==> src/rtl/core/stq_pkg.sv <==
// Shared constants, opcodes and a time helper for the sorted timer queue.
package stq_pkg;

    localparam int SEC_W  = 32;
    localparam int USEC_W = 20;
    localparam int ID_W   = 4;
    localparam int OP_W   = 2;

    localparam int DEF_MAX_TASKS          = 16;
    localparam int DEF_MAX_FIRES_PER_TICK = 16;
    localparam int RESULT_CAP             = 16;

    localparam logic [USEC_W:0] USEC_PER_SEC = 21'd1000000;

    localparam logic [OP_W-1:0] OP_SCHED  = 2'd0;
    localparam logic [OP_W-1:0] OP_CANCEL = 2'd1;
    localparam logic [OP_W-1:0] OP_TICK   = 2'd2;

    // a strictly later than b
    function automatic logic t_after(input logic [SEC_W-1:0] as, input logic [USEC_W-1:0] au,
                                     input logic [SEC_W-1:0] bs, input logic [USEC_W-1:0] bu);
        t_after = (as > bs) || ((as == bs) && (au > bu));
    endfunction

endpackage

==> src/rtl/core/sorted_timer_queue_core.sv <==
// Sorted timer queue: linked-list scheduler over task slots with periodic reload.
//
// The block keeps up to MAX_TASKS timer tasks in a deadline-ordered linked list held in
// small memories (deadline, period, successor) with one registered read per cycle. A
// small sequencer walks the list using a time compare and a seconds/microseconds adder:
// one entry per cycle while unlinking; while searching for the insert point each entry
// is read and then compared. A cancel of a slot that is not queued skips the unlink
// walk; a schedule unlinks a queued slot and then walks the list for the insert point.
// A tick unlinks the head for each firing and reinserts it when periodic, then works
// out the wait time. The input is stalled from acceptance until the last result
// word has been taken; results of one input then come out one per cycle when not
// stalled.
module sorted_timer_queue_core #(
    parameter int MAX_TASKS          = stq_pkg::DEF_MAX_TASKS,
    parameter int MAX_FIRES_PER_TICK = stq_pkg::DEF_MAX_FIRES_PER_TICK
) (
    input  logic                        i_clk,
    input  logic                        i_rst_n,
    input  logic                        i_valid,
    output logic                        o_stall,
    input  logic [stq_pkg::OP_W-1:0]    i_op,
    input  logic [stq_pkg::ID_W-1:0]    i_task_id,
    input  logic [stq_pkg::SEC_W-1:0]   i_now_sec,
    input  logic [stq_pkg::USEC_W-1:0]  i_now_usec,
    input  logic [stq_pkg::SEC_W-1:0]   i_delay_sec,
    input  logic [stq_pkg::USEC_W-1:0]  i_delay_usec,
    input  logic [stq_pkg::SEC_W-1:0]   i_period_sec,
    input  logic [stq_pkg::USEC_W-1:0]  i_period_usec,
    output logic                        o_valid,
    input  logic                        i_stall,
    output logic                        o_fired,
    output logic [stq_pkg::ID_W-1:0]    o_fired_task,
    output logic                        o_last,
    output logic                        o_queue_empty,
    output logic [stq_pkg::SEC_W-1:0]   o_wait_sec,
    output logic [stq_pkg::USEC_W-1:0]  o_wait_usec
);
    import stq_pkg::*;

    localparam int SW  = $clog2(MAX_TASKS);
    localparam int LW  = $clog2(MAX_TASKS + 1);
    localparam int CAP = (MAX_FIRES_PER_TICK < RESULT_CAP) ? MAX_FIRES_PER_TICK : RESULT_CAP;
    localparam int FW  = $clog2(CAP + 1);
    localparam int IW  = (CAP > 1) ? $clog2(CAP) : 1;
    localparam int TW  = SEC_W + USEC_W;

    typedef enum logic [4:0] {
        S_IDLE, S_PREP, S_UNL, S_UNL_HEAD, S_UNL_WALK, S_UNL_CMP, S_UNL_FIX, S_UNL_END,
        S_SCHED, S_ADD, S_NORM, S_INS_CHK, S_INS_CMP, S_INS_LINK, S_INS_HEAD,
        S_TICK_CHK, S_TICK_EVAL, S_TICK_RELOAD, S_WAIT_RD, S_WAIT_CALC, S_EMIT
    } t_state;

    // list storage
    logic [TW-1:0] mem_dl [MAX_TASKS];
    logic [TW-1:0] mem_pd [MAX_TASKS];
    logic [SW-1:0] mem_nx [MAX_TASKS];
    logic [TW-1:0] r_rd_dl, r_rd_pd;
    logic [SW-1:0] r_rd_nx;

    logic [MAX_TASKS-1:0] r_queued, n_queued;
    logic [SW-1:0] r_head, n_head;
    logic [LW-1:0] r_len, n_len;

    t_state r_state, n_state, r_after, n_after, r_ins_ret, n_ins_ret;

    logic [OP_W-1:0]   r_op, n_op;
    logic [ID_W-1:0]   r_id, n_id;
    logic              r_id_ok, n_id_ok;
    logic [SEC_W-1:0]  r_ns, n_ns, r_as, n_as, r_ps, n_ps, r_ts, n_ts, r_ws, n_ws;
    logic [USEC_W-1:0] r_nu, n_nu, r_au, n_au, r_pu, n_pu, r_wu, n_wu;
    logic [USEC_W:0]   r_tu, n_tu;
    logic [SW-1:0]     r_t, n_t, r_p, n_p, r_cur, n_cur, r_prev, n_prev;
    logic              r_hp, n_hp;
    logic [LW-1:0]     r_k, n_k;
    logic [FW-1:0]     r_fires, n_fires, r_e, n_e;
    logic [SW-1:0]     r_fbuf [CAP];

    // memory controls
    logic [SW-1:0] rd_addr, nx_wa, nx_wd;
    logic          dl_we, pd_we, nx_we, fb_we;

    logic [SEC_W-1:0]  rd_s;
    logic [USEC_W-1:0] rd_u;
    logic              rd_asap;
    logic [USEC_W:0]   borrow_u;

    assign rd_s     = r_rd_dl[TW-1:USEC_W];
    assign rd_u     = r_rd_dl[USEC_W-1:0];
    assign rd_asap  = (rd_s == '0) && (rd_u == '0);
    assign borrow_u = {1'b0, rd_u} + USEC_PER_SEC - {1'b0, r_nu};

    always_ff @(posedge i_clk) begin
        if (dl_we) mem_dl[r_t] <= {r_ts, r_tu[USEC_W-1:0]};
        if (pd_we) mem_pd[r_t] <= {r_ps, r_pu};
        if (nx_we) mem_nx[nx_wa] <= nx_wd;
        if (fb_we) r_fbuf[r_fires[IW-1:0]] <= r_head;
        r_rd_dl <= mem_dl[rd_addr];
        r_rd_pd <= mem_pd[rd_addr];
        r_rd_nx <= mem_nx[rd_addr];
    end

    always_comb begin
        n_state = r_state;   n_after = r_after;   n_ins_ret = r_ins_ret;
        n_queued = r_queued; n_head = r_head;     n_len = r_len;
        n_op = r_op; n_id = r_id; n_id_ok = r_id_ok;
        n_ns = r_ns; n_nu = r_nu; n_as = r_as; n_au = r_au; n_ps = r_ps; n_pu = r_pu;
        n_ts = r_ts; n_tu = r_tu; n_ws = r_ws; n_wu = r_wu;
        n_t = r_t; n_p = r_p; n_cur = r_cur; n_prev = r_prev; n_hp = r_hp; n_k = r_k;
        n_fires = r_fires; n_e = r_e;
        rd_addr = r_t; nx_wa = r_t; nx_wd = r_t;
        dl_we = 1'b0; pd_we = 1'b0; nx_we = 1'b0; fb_we = 1'b0;

        case (r_state)
            S_IDLE: begin
                if (i_valid) begin
                    n_op = i_op; n_id = i_task_id;
                    n_id_ok = 32'(i_task_id) < MAX_TASKS;
                    n_ns = i_now_sec; n_nu = i_now_usec;
                    n_as = i_delay_sec; n_au = i_delay_usec;
                    n_ps = i_period_sec; n_pu = i_period_usec;
                    n_fires = '0;
                    n_state = S_PREP;
                end
            end
            S_PREP: begin
                if ({1'b0, r_nu} >= USEC_PER_SEC) begin
                    n_nu = r_nu - USEC_PER_SEC[USEC_W-1:0];
                    n_ns = r_ns + 1'b1;
                end
                n_t = SW'(r_id);
                n_ins_ret = S_WAIT_RD;
                if (r_op == OP_SCHED && r_id_ok) begin
                    n_after = S_SCHED;
                    n_state = S_UNL;
                end else if (r_op == OP_CANCEL && r_id_ok) begin
                    n_after = S_WAIT_RD;
                    n_state = S_UNL;
                end else if (r_op == OP_TICK) begin
                    n_state = S_TICK_CHK;
                end else begin
                    n_state = S_WAIT_RD;
                end
            end
            S_UNL: begin
                if (!r_queued[r_t]) begin
                    n_state = r_after;
                end else if (r_head == r_t) begin
                    rd_addr = r_t;
                    n_state = S_UNL_HEAD;
                end else begin
                    n_p = r_head;
                    n_state = S_UNL_WALK;
                end
            end
            S_UNL_HEAD: begin
                n_head = r_rd_nx;
                n_state = S_UNL_END;
            end
            S_UNL_WALK: begin
                rd_addr = r_p;
                n_state = S_UNL_CMP;
            end
            S_UNL_CMP: begin
                if (r_rd_nx == r_t) begin
                    rd_addr = r_t;
                    n_state = S_UNL_FIX;
                end else begin
                    n_p = r_rd_nx;
                    rd_addr = r_rd_nx;
                end
            end
            S_UNL_FIX: begin
                nx_we = 1'b1; nx_wa = r_p; nx_wd = r_rd_nx;
                n_state = S_UNL_END;
            end
            S_UNL_END: begin
                n_queued[r_t] = 1'b0;
                n_len = r_len - 1'b1;
                n_state = r_after;
            end
            S_SCHED: begin
                pd_we = 1'b1;
                if (r_as == '0 && r_au == '0) begin
                    n_ts = '0; n_tu = '0;
                    n_state = S_NORM;
                end else begin
                    n_ts = r_ns; n_tu = {1'b0, r_nu};
                    n_state = S_ADD;
                end
            end
            S_ADD: begin
                n_ts = r_ts + r_as;
                n_tu = r_tu + {1'b0, r_au};
                n_state = S_NORM;
            end
            S_NORM: begin
                if (r_tu >= USEC_PER_SEC) begin
                    n_tu = r_tu - USEC_PER_SEC;
                    n_ts = r_ts + 1'b1;
                end else begin
                    dl_we = 1'b1;
                    n_k = '0; n_cur = r_head; n_hp = 1'b0;
                    n_state = S_INS_CHK;
                end
            end
            S_INS_CHK: begin
                rd_addr = r_cur;
                n_state = (r_k < r_len) ? S_INS_CMP : S_INS_LINK;
            end
            S_INS_CMP: begin
                if (t_after(rd_s, rd_u, r_ts, r_tu[USEC_W-1:0])) begin
                    n_state = S_INS_LINK;
                end else begin
                    n_prev = r_cur; n_hp = 1'b1;
                    n_k = r_k + 1'b1;
                    n_cur = r_rd_nx;
                    n_state = S_INS_CHK;
                end
            end
            S_INS_LINK: begin
                nx_we = 1'b1; nx_wa = r_t;
                nx_wd = (r_k < r_len) ? r_cur : '0;
                n_state = S_INS_HEAD;
            end
            S_INS_HEAD: begin
                if (r_hp) begin
                    nx_we = 1'b1; nx_wa = r_prev; nx_wd = r_t;
                end else begin
                    n_head = r_t;
                end
                n_queued[r_t] = 1'b1;
                n_len = r_len + 1'b1;
                n_state = r_ins_ret;
            end
            S_TICK_CHK: begin
                rd_addr = r_head;
                if (r_len != '0 && r_fires < FW'(CAP)) n_state = S_TICK_EVAL;
                else n_state = S_WAIT_RD;
            end
            S_TICK_EVAL: begin
                if (!rd_asap && t_after(rd_s, rd_u, r_ns, r_nu)) begin
                    n_state = S_WAIT_RD;
                end else begin
                    fb_we = 1'b1;
                    n_fires = r_fires + 1'b1;
                    n_t = r_head;
                    n_ts = rd_asap ? r_ns : rd_s;
                    n_tu = rd_asap ? {1'b0, r_nu} : {1'b0, rd_u};
                    n_as = r_rd_pd[TW-1:USEC_W];
                    n_au = r_rd_pd[USEC_W-1:0];
                    n_after = S_TICK_RELOAD;
                    n_ins_ret = S_TICK_CHK;
                    n_state = S_UNL;
                end
            end
            S_TICK_RELOAD: begin
                n_state = (r_as != '0 || r_au != '0) ? S_ADD : S_TICK_CHK;
            end
            S_WAIT_RD: begin
                rd_addr = r_head;
                n_ws = '0; n_wu = '0; n_e = '0;
                n_state = (r_len != '0) ? S_WAIT_CALC : S_EMIT;
            end
            S_WAIT_CALC: begin
                if (!rd_asap && t_after(rd_s, rd_u, r_ns, r_nu)) begin
                    if (rd_u >= r_nu) begin
                        n_wu = rd_u - r_nu;
                        n_ws = rd_s - r_ns;
                    end else begin
                        n_wu = borrow_u[USEC_W-1:0];
                        n_ws = rd_s - r_ns - 1'b1;
                    end
                end
                n_state = S_EMIT;
            end
            S_EMIT: begin
                if (!i_stall) begin
                    if (o_last) n_state = S_IDLE;
                    else n_e = r_e + 1'b1;
                end
            end
            default: n_state = S_IDLE;
        endcase
    end

    always_ff @(posedge i_clk) begin
        if (!i_rst_n) begin
            r_state  <= S_IDLE;
            r_queued <= '0;
            r_head   <= '0;
            r_len    <= '0;
            r_fires  <= '0;
            r_e      <= '0;
        end else begin
            r_state  <= n_state;
            r_queued <= n_queued;
            r_head   <= n_head;
            r_len    <= n_len;
            r_fires  <= n_fires;
            r_e      <= n_e;
        end
        r_after <= n_after; r_ins_ret <= n_ins_ret;
        r_op <= n_op; r_id <= n_id; r_id_ok <= n_id_ok;
        r_ns <= n_ns; r_nu <= n_nu; r_as <= n_as; r_au <= n_au; r_ps <= n_ps; r_pu <= n_pu;
        r_ts <= n_ts; r_tu <= n_tu; r_ws <= n_ws; r_wu <= n_wu;
        r_t <= n_t; r_p <= n_p; r_cur <= n_cur; r_prev <= n_prev; r_hp <= n_hp; r_k <= n_k;
    end

    // result word: held steady while stalled
    assign o_stall       = (r_state != S_IDLE);
    assign o_valid       = (r_state == S_EMIT);
    assign o_fired       = (r_fires != '0);
    assign o_fired_task  = o_fired ? ID_W'(r_fbuf[r_e[IW-1:0]]) : '0;
    assign o_last        = (r_fires == '0) || (r_e == r_fires - 1'b1);
    assign o_queue_empty = (r_len == '0);
    assign o_wait_sec    = o_last ? r_ws : '0;
    assign o_wait_usec   = o_last ? r_wu : '0;

    a_len_bound: assert property (@(posedge i_clk) disable iff (!i_rst_n)
        32'(r_len) <= MAX_TASKS) else $error("queue length overflow");
    a_len_match: assert property (@(posedge i_clk) disable iff (!i_rst_n)
        (r_state == S_IDLE) |-> (32'(r_len) == $countones(r_queued)))
        else $error("queue length disagrees with queued slots");
    a_fire_cap: assert property (@(posedge i_clk) disable iff (!i_rst_n)
        32'(r_fires) <= CAP) else $error("fire count over cap");
    a_busy_out: assert property (@(posedge i_clk) disable iff (!i_rst_n)
        o_valid |-> o_stall) else $error("input open while results pending");

endmodule

==> config.mk <==
export PLATFORM = sky130hd
export DESIGN_NAME = sorted_timer_queue_core
export DESIGN_NICKNAME = d
export VERILOG_FILES = /design/src/rtl/core/stq_pkg.sv /design/src/rtl/core/sorted_timer_queue_core.sv
export SDC_FILE = /design/constraint.sdc
export NUM_CORES = 2
export LEC_CHECK = 0
export BUFFER_PORTS_ARGS = -buffer_cell sky130_fd_sc_hd__buf_2
export CORE_MARGIN = 8
export CORE_UTILIZATION = 49
export CTS_BUF_LIST = sky130_fd_sc_hd__clkbuf_16
export DETAILED_ROUTE_END_ITERATION = 10
export PLACE_DENSITY = 0.67
export SYNTH_ARGS = -nofsm -noshare
export SYNTH_HDL_FRONTEND = slang
export SYNTH_SLANG_ARGS = --single-unit
==> constraint.sdc <==
create_clock -name i_clk -period 6.33 [get_ports i_clk]
set_input_delay 0.3165 -clock i_clk [delete_from_list [all_inputs] [get_ports i_clk]]
set_output_delay 0.3165 -clock i_clk [all_outputs]
set_load 0.02 [all_outputs]
### Word-level counts from Yosys, hierarchy flattened

Memories as Yosys holds them, arrays and structs flattened. A register that Yosys moved wholly into a read port is not among the register bits.
Index checks and enable logic that the tools add are counted.

| word-level totals | value |
|---|---|
| register bits | 339 |
| latch bits | 0 |
| RAM bits | 1792 |
| bits in read-only memories | 0 |
| input bits | 166 |
| output and inout bits | 61 |
| logic and storage cells | 263 |
| memories | 4 |

| cells by class | value |
|---|---|
| add/sub/neg operators | 17 |
| multipliers | 0 |
| div/mod/pow operators | 0 |
| magnitude comparators | 11 |
| eq/ne operators | 43 |
| shifts and indexed selects | 0 |
| multiplexer cells | 107 |
| bitwise gates (word level) | 4 |
| reductions and logical operators | 51 |

Memory list:

| name | words | bits a word | read ports | clocked after memory_dff | write ports | RTL line | source |
|---|---|---|---|---|---|---|---|
| mem_dl | 16 | 52 | 1 | 1 | 1 | sorted_timer_queue_core.sv:54 | `logic [TW-1:0] mem_dl [MAX_TASKS];` |
| mem_pd | 16 | 52 | 1 | 1 | 1 | sorted_timer_queue_core.sv:55 | `logic [TW-1:0] mem_pd [MAX_TASKS];` |
| mem_nx | 16 | 4 | 1 | 1 | 1 | sorted_timer_queue_core.sv:56 | `logic [SW-1:0] mem_nx [MAX_TASKS];` |
| r_fbuf | 16 | 4 | 1 | 1 | 1 | sorted_timer_queue_core.sv:76 | `logic [SW-1:0] r_fbuf [CAP];` |

Operators with widths:

| operator | number |
|---|---|
| 32-bit two-way mux | 11 |
| 32-bit one-hot mux with 2 select lines | 3 |
| 20-bit two-way mux | 9 |
| 32-bit one-hot mux with 4 select lines | 1 |
| 20-bit one-hot mux with 2 select lines | 3 |
| 5-bit two-way mux | 20 |
| 5-bit one-hot mux with 20 select lines | 1 |
| 21-bit one-hot mux with 4 select lines | 1 |
| 32-bit by 1-bit adder with 32-bit output, second input constant | 2 |
| 32-bit == test | 2 |
| 32-bit greater-than comparator | 2 |
| 32-bit zero test | 2 |
| 5-bit one-hot mux with 2 select lines | 6 |
| 4-bit two-way mux | 13 |
| 4-bit one-hot mux with 2 select lines | 6 |
| 21-bit two-way mux | 2 |
| 5-bit by 4-bit == test with 1-bit output, second input constant | 8 |
| 20-bit greater-than comparator | 2 |
| 20-bit zero test | 2 |
| 20-bit subtractor | 2 |
| 32-bit adder | 1 |
| 16-bit one-hot mux with 2 select lines | 1 |
| 32-bit nonzero test | 1 |
| 32-bit by 1-bit subtractor with 32-bit output, second input constant | 1 |
| other kinds (50) | 131 |

### Depth between registers and ports, before layout

| logic depth | value |
|---|---|
| depth in word-level cells | 8 |
| mapped depth | 17 |
| gate-level depth less buffers | 15 |

### Worst setup path after synthesis

No wires, ideal clock.

| timing | value |
|---|---|
| path type | register -> register |
| start point | register r_ns[15] |
| end point | register r_ts[0], enable pin |
| library setup time | 0.529 ns |
| data arrival time | 6.048 ns |
| required time | 5.801 ns |
| path slack | -0.246 ns |
| cell stages (with the launch flop) | 13 |
| cells stage by stage | edfxtp_1 -> inv_1 -> ha_1 -> buf_6 -> and2_4 -> a221o_1 -> a41oi_2 -> a21oi_2 -> or3_1 -> a31oi_1 -> a311oi_2 -> and2_2 -> a221oi_1 |

| between the ends | value |
|---|---|
| longest elaborated chain between the ends | 6 |

RTL lines:

| element | RTL line | source |
|---|---|---|
| start, declared | sorted_timer_queue_core.sv:69 | `logic [SEC_W-1:0] r_ns, n_ns, r_as, n_as, r_ps, n_ps, r_ts, n_ts, r_ws, n_ws;` |
| start signal, assigned | sorted_timer_queue_core.sv:304 | `r_ns <= n_ns; r_nu <= n_nu; r_as <= n_as; r_au <= n_au; r_ps <= n_ps; r_pu <= n_pu;` |
| parallel branches: the longest is 2 deep, another holds 32-bit greater-than comparator | n/a |  |
| 1-bit logical OR * | stq_pkg.sv:22 | `t_after = (as > bs) \|\| ((as == bs) && (au > bu));` |
| 1-bit logical AND * | sorted_timer_queue_core.sv:241 | `if (!rd_asap && t_after(rd_s, rd_u, r_ns, r_nu)) begin` |
| 2-bit != test (no source line) * | n/a |  |
| 3-bit AND reduction (no source line) * | n/a |  |
| end signal, assigned | sorted_timer_queue_core.sv:305 | `r_ts <= n_ts; r_tu <= n_tu; r_ws <= n_ws; r_wu <= n_wu;` |
| end, declared | sorted_timer_queue_core.sv:69 |  |

Mark *: on every way between the ends.
A chain may end at the register's enable or synchronous reset.

### Worst setup path after layout

| timing | value |
|---|---|
| start point | register r_state[3] |
| end point | register r_ts[30] (data pin) |

| between the ends | value |
|---|---|
| longest elaborated chain between the ends | 2 |

RTL lines:

| element | RTL line | source |
|---|---|---|
| start, declared | sorted_timer_queue_core.sv:64 | `t_state r_state, n_state, r_after, n_after, r_ins_ret, n_ins_ret;` |
| start signal, assigned | sorted_timer_queue_core.sv:295 | `r_state <= n_state;` |
| 5-bit == test or 5-bit by 4-bit == test with 1-bit output (tied branches) | sorted_timer_queue_core.sv:113 | `case (r_state)` |
| 32-bit one-hot mux with 4 select lines * | sorted_timer_queue_core.sv:113 |  |
| named net n_ts[30] | sorted_timer_queue_core.sv:69 |  |

The timed path passes the listed nets; every way through them passes the cells marked *.

==> flow_summary_export.csv <==
group,metric,value,unit
global_route,overflow,0,
die,io_pins,227,
setup_path,cp_num_buf_inv,0,
logic_synthesis,async_flop_share,0,
die,fp.dieH,458.2,µm
placed_design,io_buffers,226,
global_route,grt.total_usage,0.2406,
drt,antenna_left,0,
logic_synthesis,ys_ff_latch,2239,
timing,hold_slack,0.1406,ns
global_route,antenna_found_initial,10,
die,coreArea,194600,µm²
logic_synthesis,synthCells,5856,
setup_path,cpMostUsedCell,"a21o_1",
timing,hold_violations,0,
placed_design,post-place-cells,8480,
logic_synthesis,ys_dominant_reg_cell,"edfxtp_1",
setup_path,crit_chain,"nand3_1, and2_1, fa_1, a21o_1, a21o_1, a211oi_1, o311ai_0, nand3b_1, a21oi_1, o32a_1, a2111oi_0, a31oi_1, o21ai_0",
setup_path,cp_top_family,"compound AO/OA/AOI/OAI gates",
global_route,grt_pass1_wl,377.0,mm
logic_synthesis,synth-edff-count,2087,
die,rows,162,
timing,slew_headroom,0.1279,
flow_run,maxCapViolCount,0,
drt,vias_per_cell,6.130,
cells_and_area,stdcell_count,9066,
clocking,cts_tree,"built",
timing,rsz0062_at_grt,"no",
timing,final.setup.tns,0,ns
logic_synthesis,syn_nets,6238,
drt,dr_total_vias,55570,
setup_path,worstPathRequired,7.03,ns
setup_path,critPathCaptureType,"register",
clocking,clkLatencyLatePin,0.90,ns
clocking,htreeDepth,4,
clocking,ctsRootBufferMaster,"clkbuf_16",
logic_synthesis,ys_warn_count,0,
timing,finClkSkew,0.08848,ns
power,ir_drop,0.5126,mV
global_route,grt_pass1_vias,55510,
global_route,grt_max_degree,130,
drt,route.detailed.drc,0,
setup_path,cp_slowest_cell,"dfxtp_1",
setup_path,critical_path_class,"register to register",
worst_hold_path,hold_class,"input pin to register",
cells_and_area,fin_nets,6706,
timing,fmax,195.9,MHz
power,powerDensity,486.7,nW/µm²
drt,drt_first_pass_iters,7,
clocking,cts.path.max_buffers,3,
logic_synthesis,synth_area_per_cell,16.36,µm²
clocking,cts_buffers,219,
drt,drtIter0Drc,6299,
clocking,cts_setup_buffers,0,
drt,avgRoutedWirePerCell,28.52,µm
setup_path,start_kind,"register",
timing,fin_crit_sh,0.8062,
placed_design,gp_congestion,0.9363,
timing,drv_slew,0,
logic_synthesis,yosysUniqueCellTypes,96,
placed_design,place_hpwl,161.8,mm
cells_and_area,drive_above_1_share,0.1883,
die,fp.dieW,458.2,µm
cells_and_area,area_growth,14.36,%
timing,worst-slew-pin-transition,1.281,ns
drt,drt_wl_total,258.5,mm
setup_path,path_max_fanout,20,
logic_synthesis,seq_area_frac_synth,0.6858,
run_status,outcome,"finished clean",
timing,min_period,5.104,ns
clocking,clock-sinks,2239,
timing,setup_violations,0,
setup_path,worst_ep_arrival_time,5.80,ns
die,die-area,210000,µm²
clocking,clk_pin_slew_worst_paths,0.07,ns
power,p_total,53.33,mW
die,start_util,0.4924,
power,leakage,37.45,nW
logic_synthesis,syn_area,95820,µm²
setup_path,worst_path_largest_cell_delay,0.79,ns
synth_stat cells, types with 92 or more instances:
cell type,number,area [µm²]
nand2_1,430,1614
edfxtp_1,2087,62670
dfxtp_1,152,3043
mux2i_1,124,1241
clkbuf_1,147,551.8
xnor2_1,119,1042
inv_1,183,686.9
nand3_1,92,460.4
ha_1,198,2477
nor2b_1,193,1207
o21ai_0,167,835.8
mux4_2,457,10290
nor2_1,228,855.8
a211oi_1,129,968.4
a21oi_1,277,1386
per-stage QoR:
stage          area, µm²  utilization  setup WS (ns)
2_1_floorplan      95820            -          1.029
3_3_place_gp      100600       0.5172          1.453
3_5_place_dp      100600       0.5172          1.440
4_1_cts           109600       0.5630          1.370
5_1_grt           109600       0.5630         0.9449
6_report          109600       0.5631          1.226
worst reg2reg max path: stages, from the launching register on:
cell and delay (ns):
dfxtp_1 0.79, nand3_1 0.71, and2_1 0.45, fa_1 0.42, a21o_1 0.20, a21o_1 0.20, a211oi_1 0.39, o311ai_0 0.33
nand3b_1 0.21, a21oi_1 0.11, o32a_1 0.40, a2111oi_0 0.42, a31oi_1 0.09, o21ai_0 0.18
registers in the layout (all words and copies together), names as in the netlist, 52 cells and up, named ones only:
register	count
mem_pd	832
r_fbuf	64
mem_dl	832
r_rd_pd	52
r_rd_dl	52
mem_nx	64
metal layers:
metal,global-route usage,share of wire
met1,0.3257,0.40
met4,0.08073,0.036
met2,0.4025,0.49
met5,0,0
met3,0.03674,0.077
layout make-up:
cell class                 instances  area, µm²
timing repair buffer             517       4154
sequential                      2239      65710
clock buffer                     220       5505
inverter                         186      698.2
antenna                            7      17.52
multi-input combinational       3161      28550
fill                           14870      85010
tap                             2542       3181
clock inverter                   194       1750
path summary, 6_finish.rpt:
| kind | startpoint | end | slack (ns) | cells past startpoint |
|---|---|---|---|---|
| worst max-delay path | r_state[3]$_SDFFE_PN0P_ | r_ts[30]$_DFFE_PP_ | 1.23 | 13 |
| worst min-delay path | i_period_usec[10] | r_pu[10]$_DFFE_PP_ | 0.14 | 2 |
| worst max register to register | r_state[3]$_SDFFE_PN0P_ | r_ts[30]$_DFFE_PP_ | 1.23 | 13 |
| worst min register to register | register | register | 0.48 | 2 |
cell families after synthesis:
kind of cell / share of synthesized area
flops: 0.6858
simple gates: 0.06713
compound gates: 0.05908
mux: 0.1209
buf+inv: 0.02019
fa+ha+maj: 0.02962
xor+xnor: 0.01728
cell usage in the layout (no fill, tap or decap), types with 119 or more instances in the layout:
cell type      instances
a211oi_1             129
a21oi_1              277
buf_2                226
clkbuf_16            220
dfxtp_1              152
dlygate4sd3_1        165
edfxtp_1            2087
ha_1                 198
inv_1                236
mux2i_1              121
mux4_2               457
nand2_1              428
nor2_1               193
nor2b_1              193
o21ai_0              167
xnor2_1              119
where the power goes:
group	internal, mW	switching, mW
Sequential	18.4	2.31
Clock	7.26	5.71
Combinational	8.26	11.4
Total	33.9	19.4
repair_timing:
action,in CTS,in global routing
hold buffers,165,0
hold endpoints to repair,182,0
gates resized for setup,0,0
Note: power is estimated with default switching activity, not from simulation.
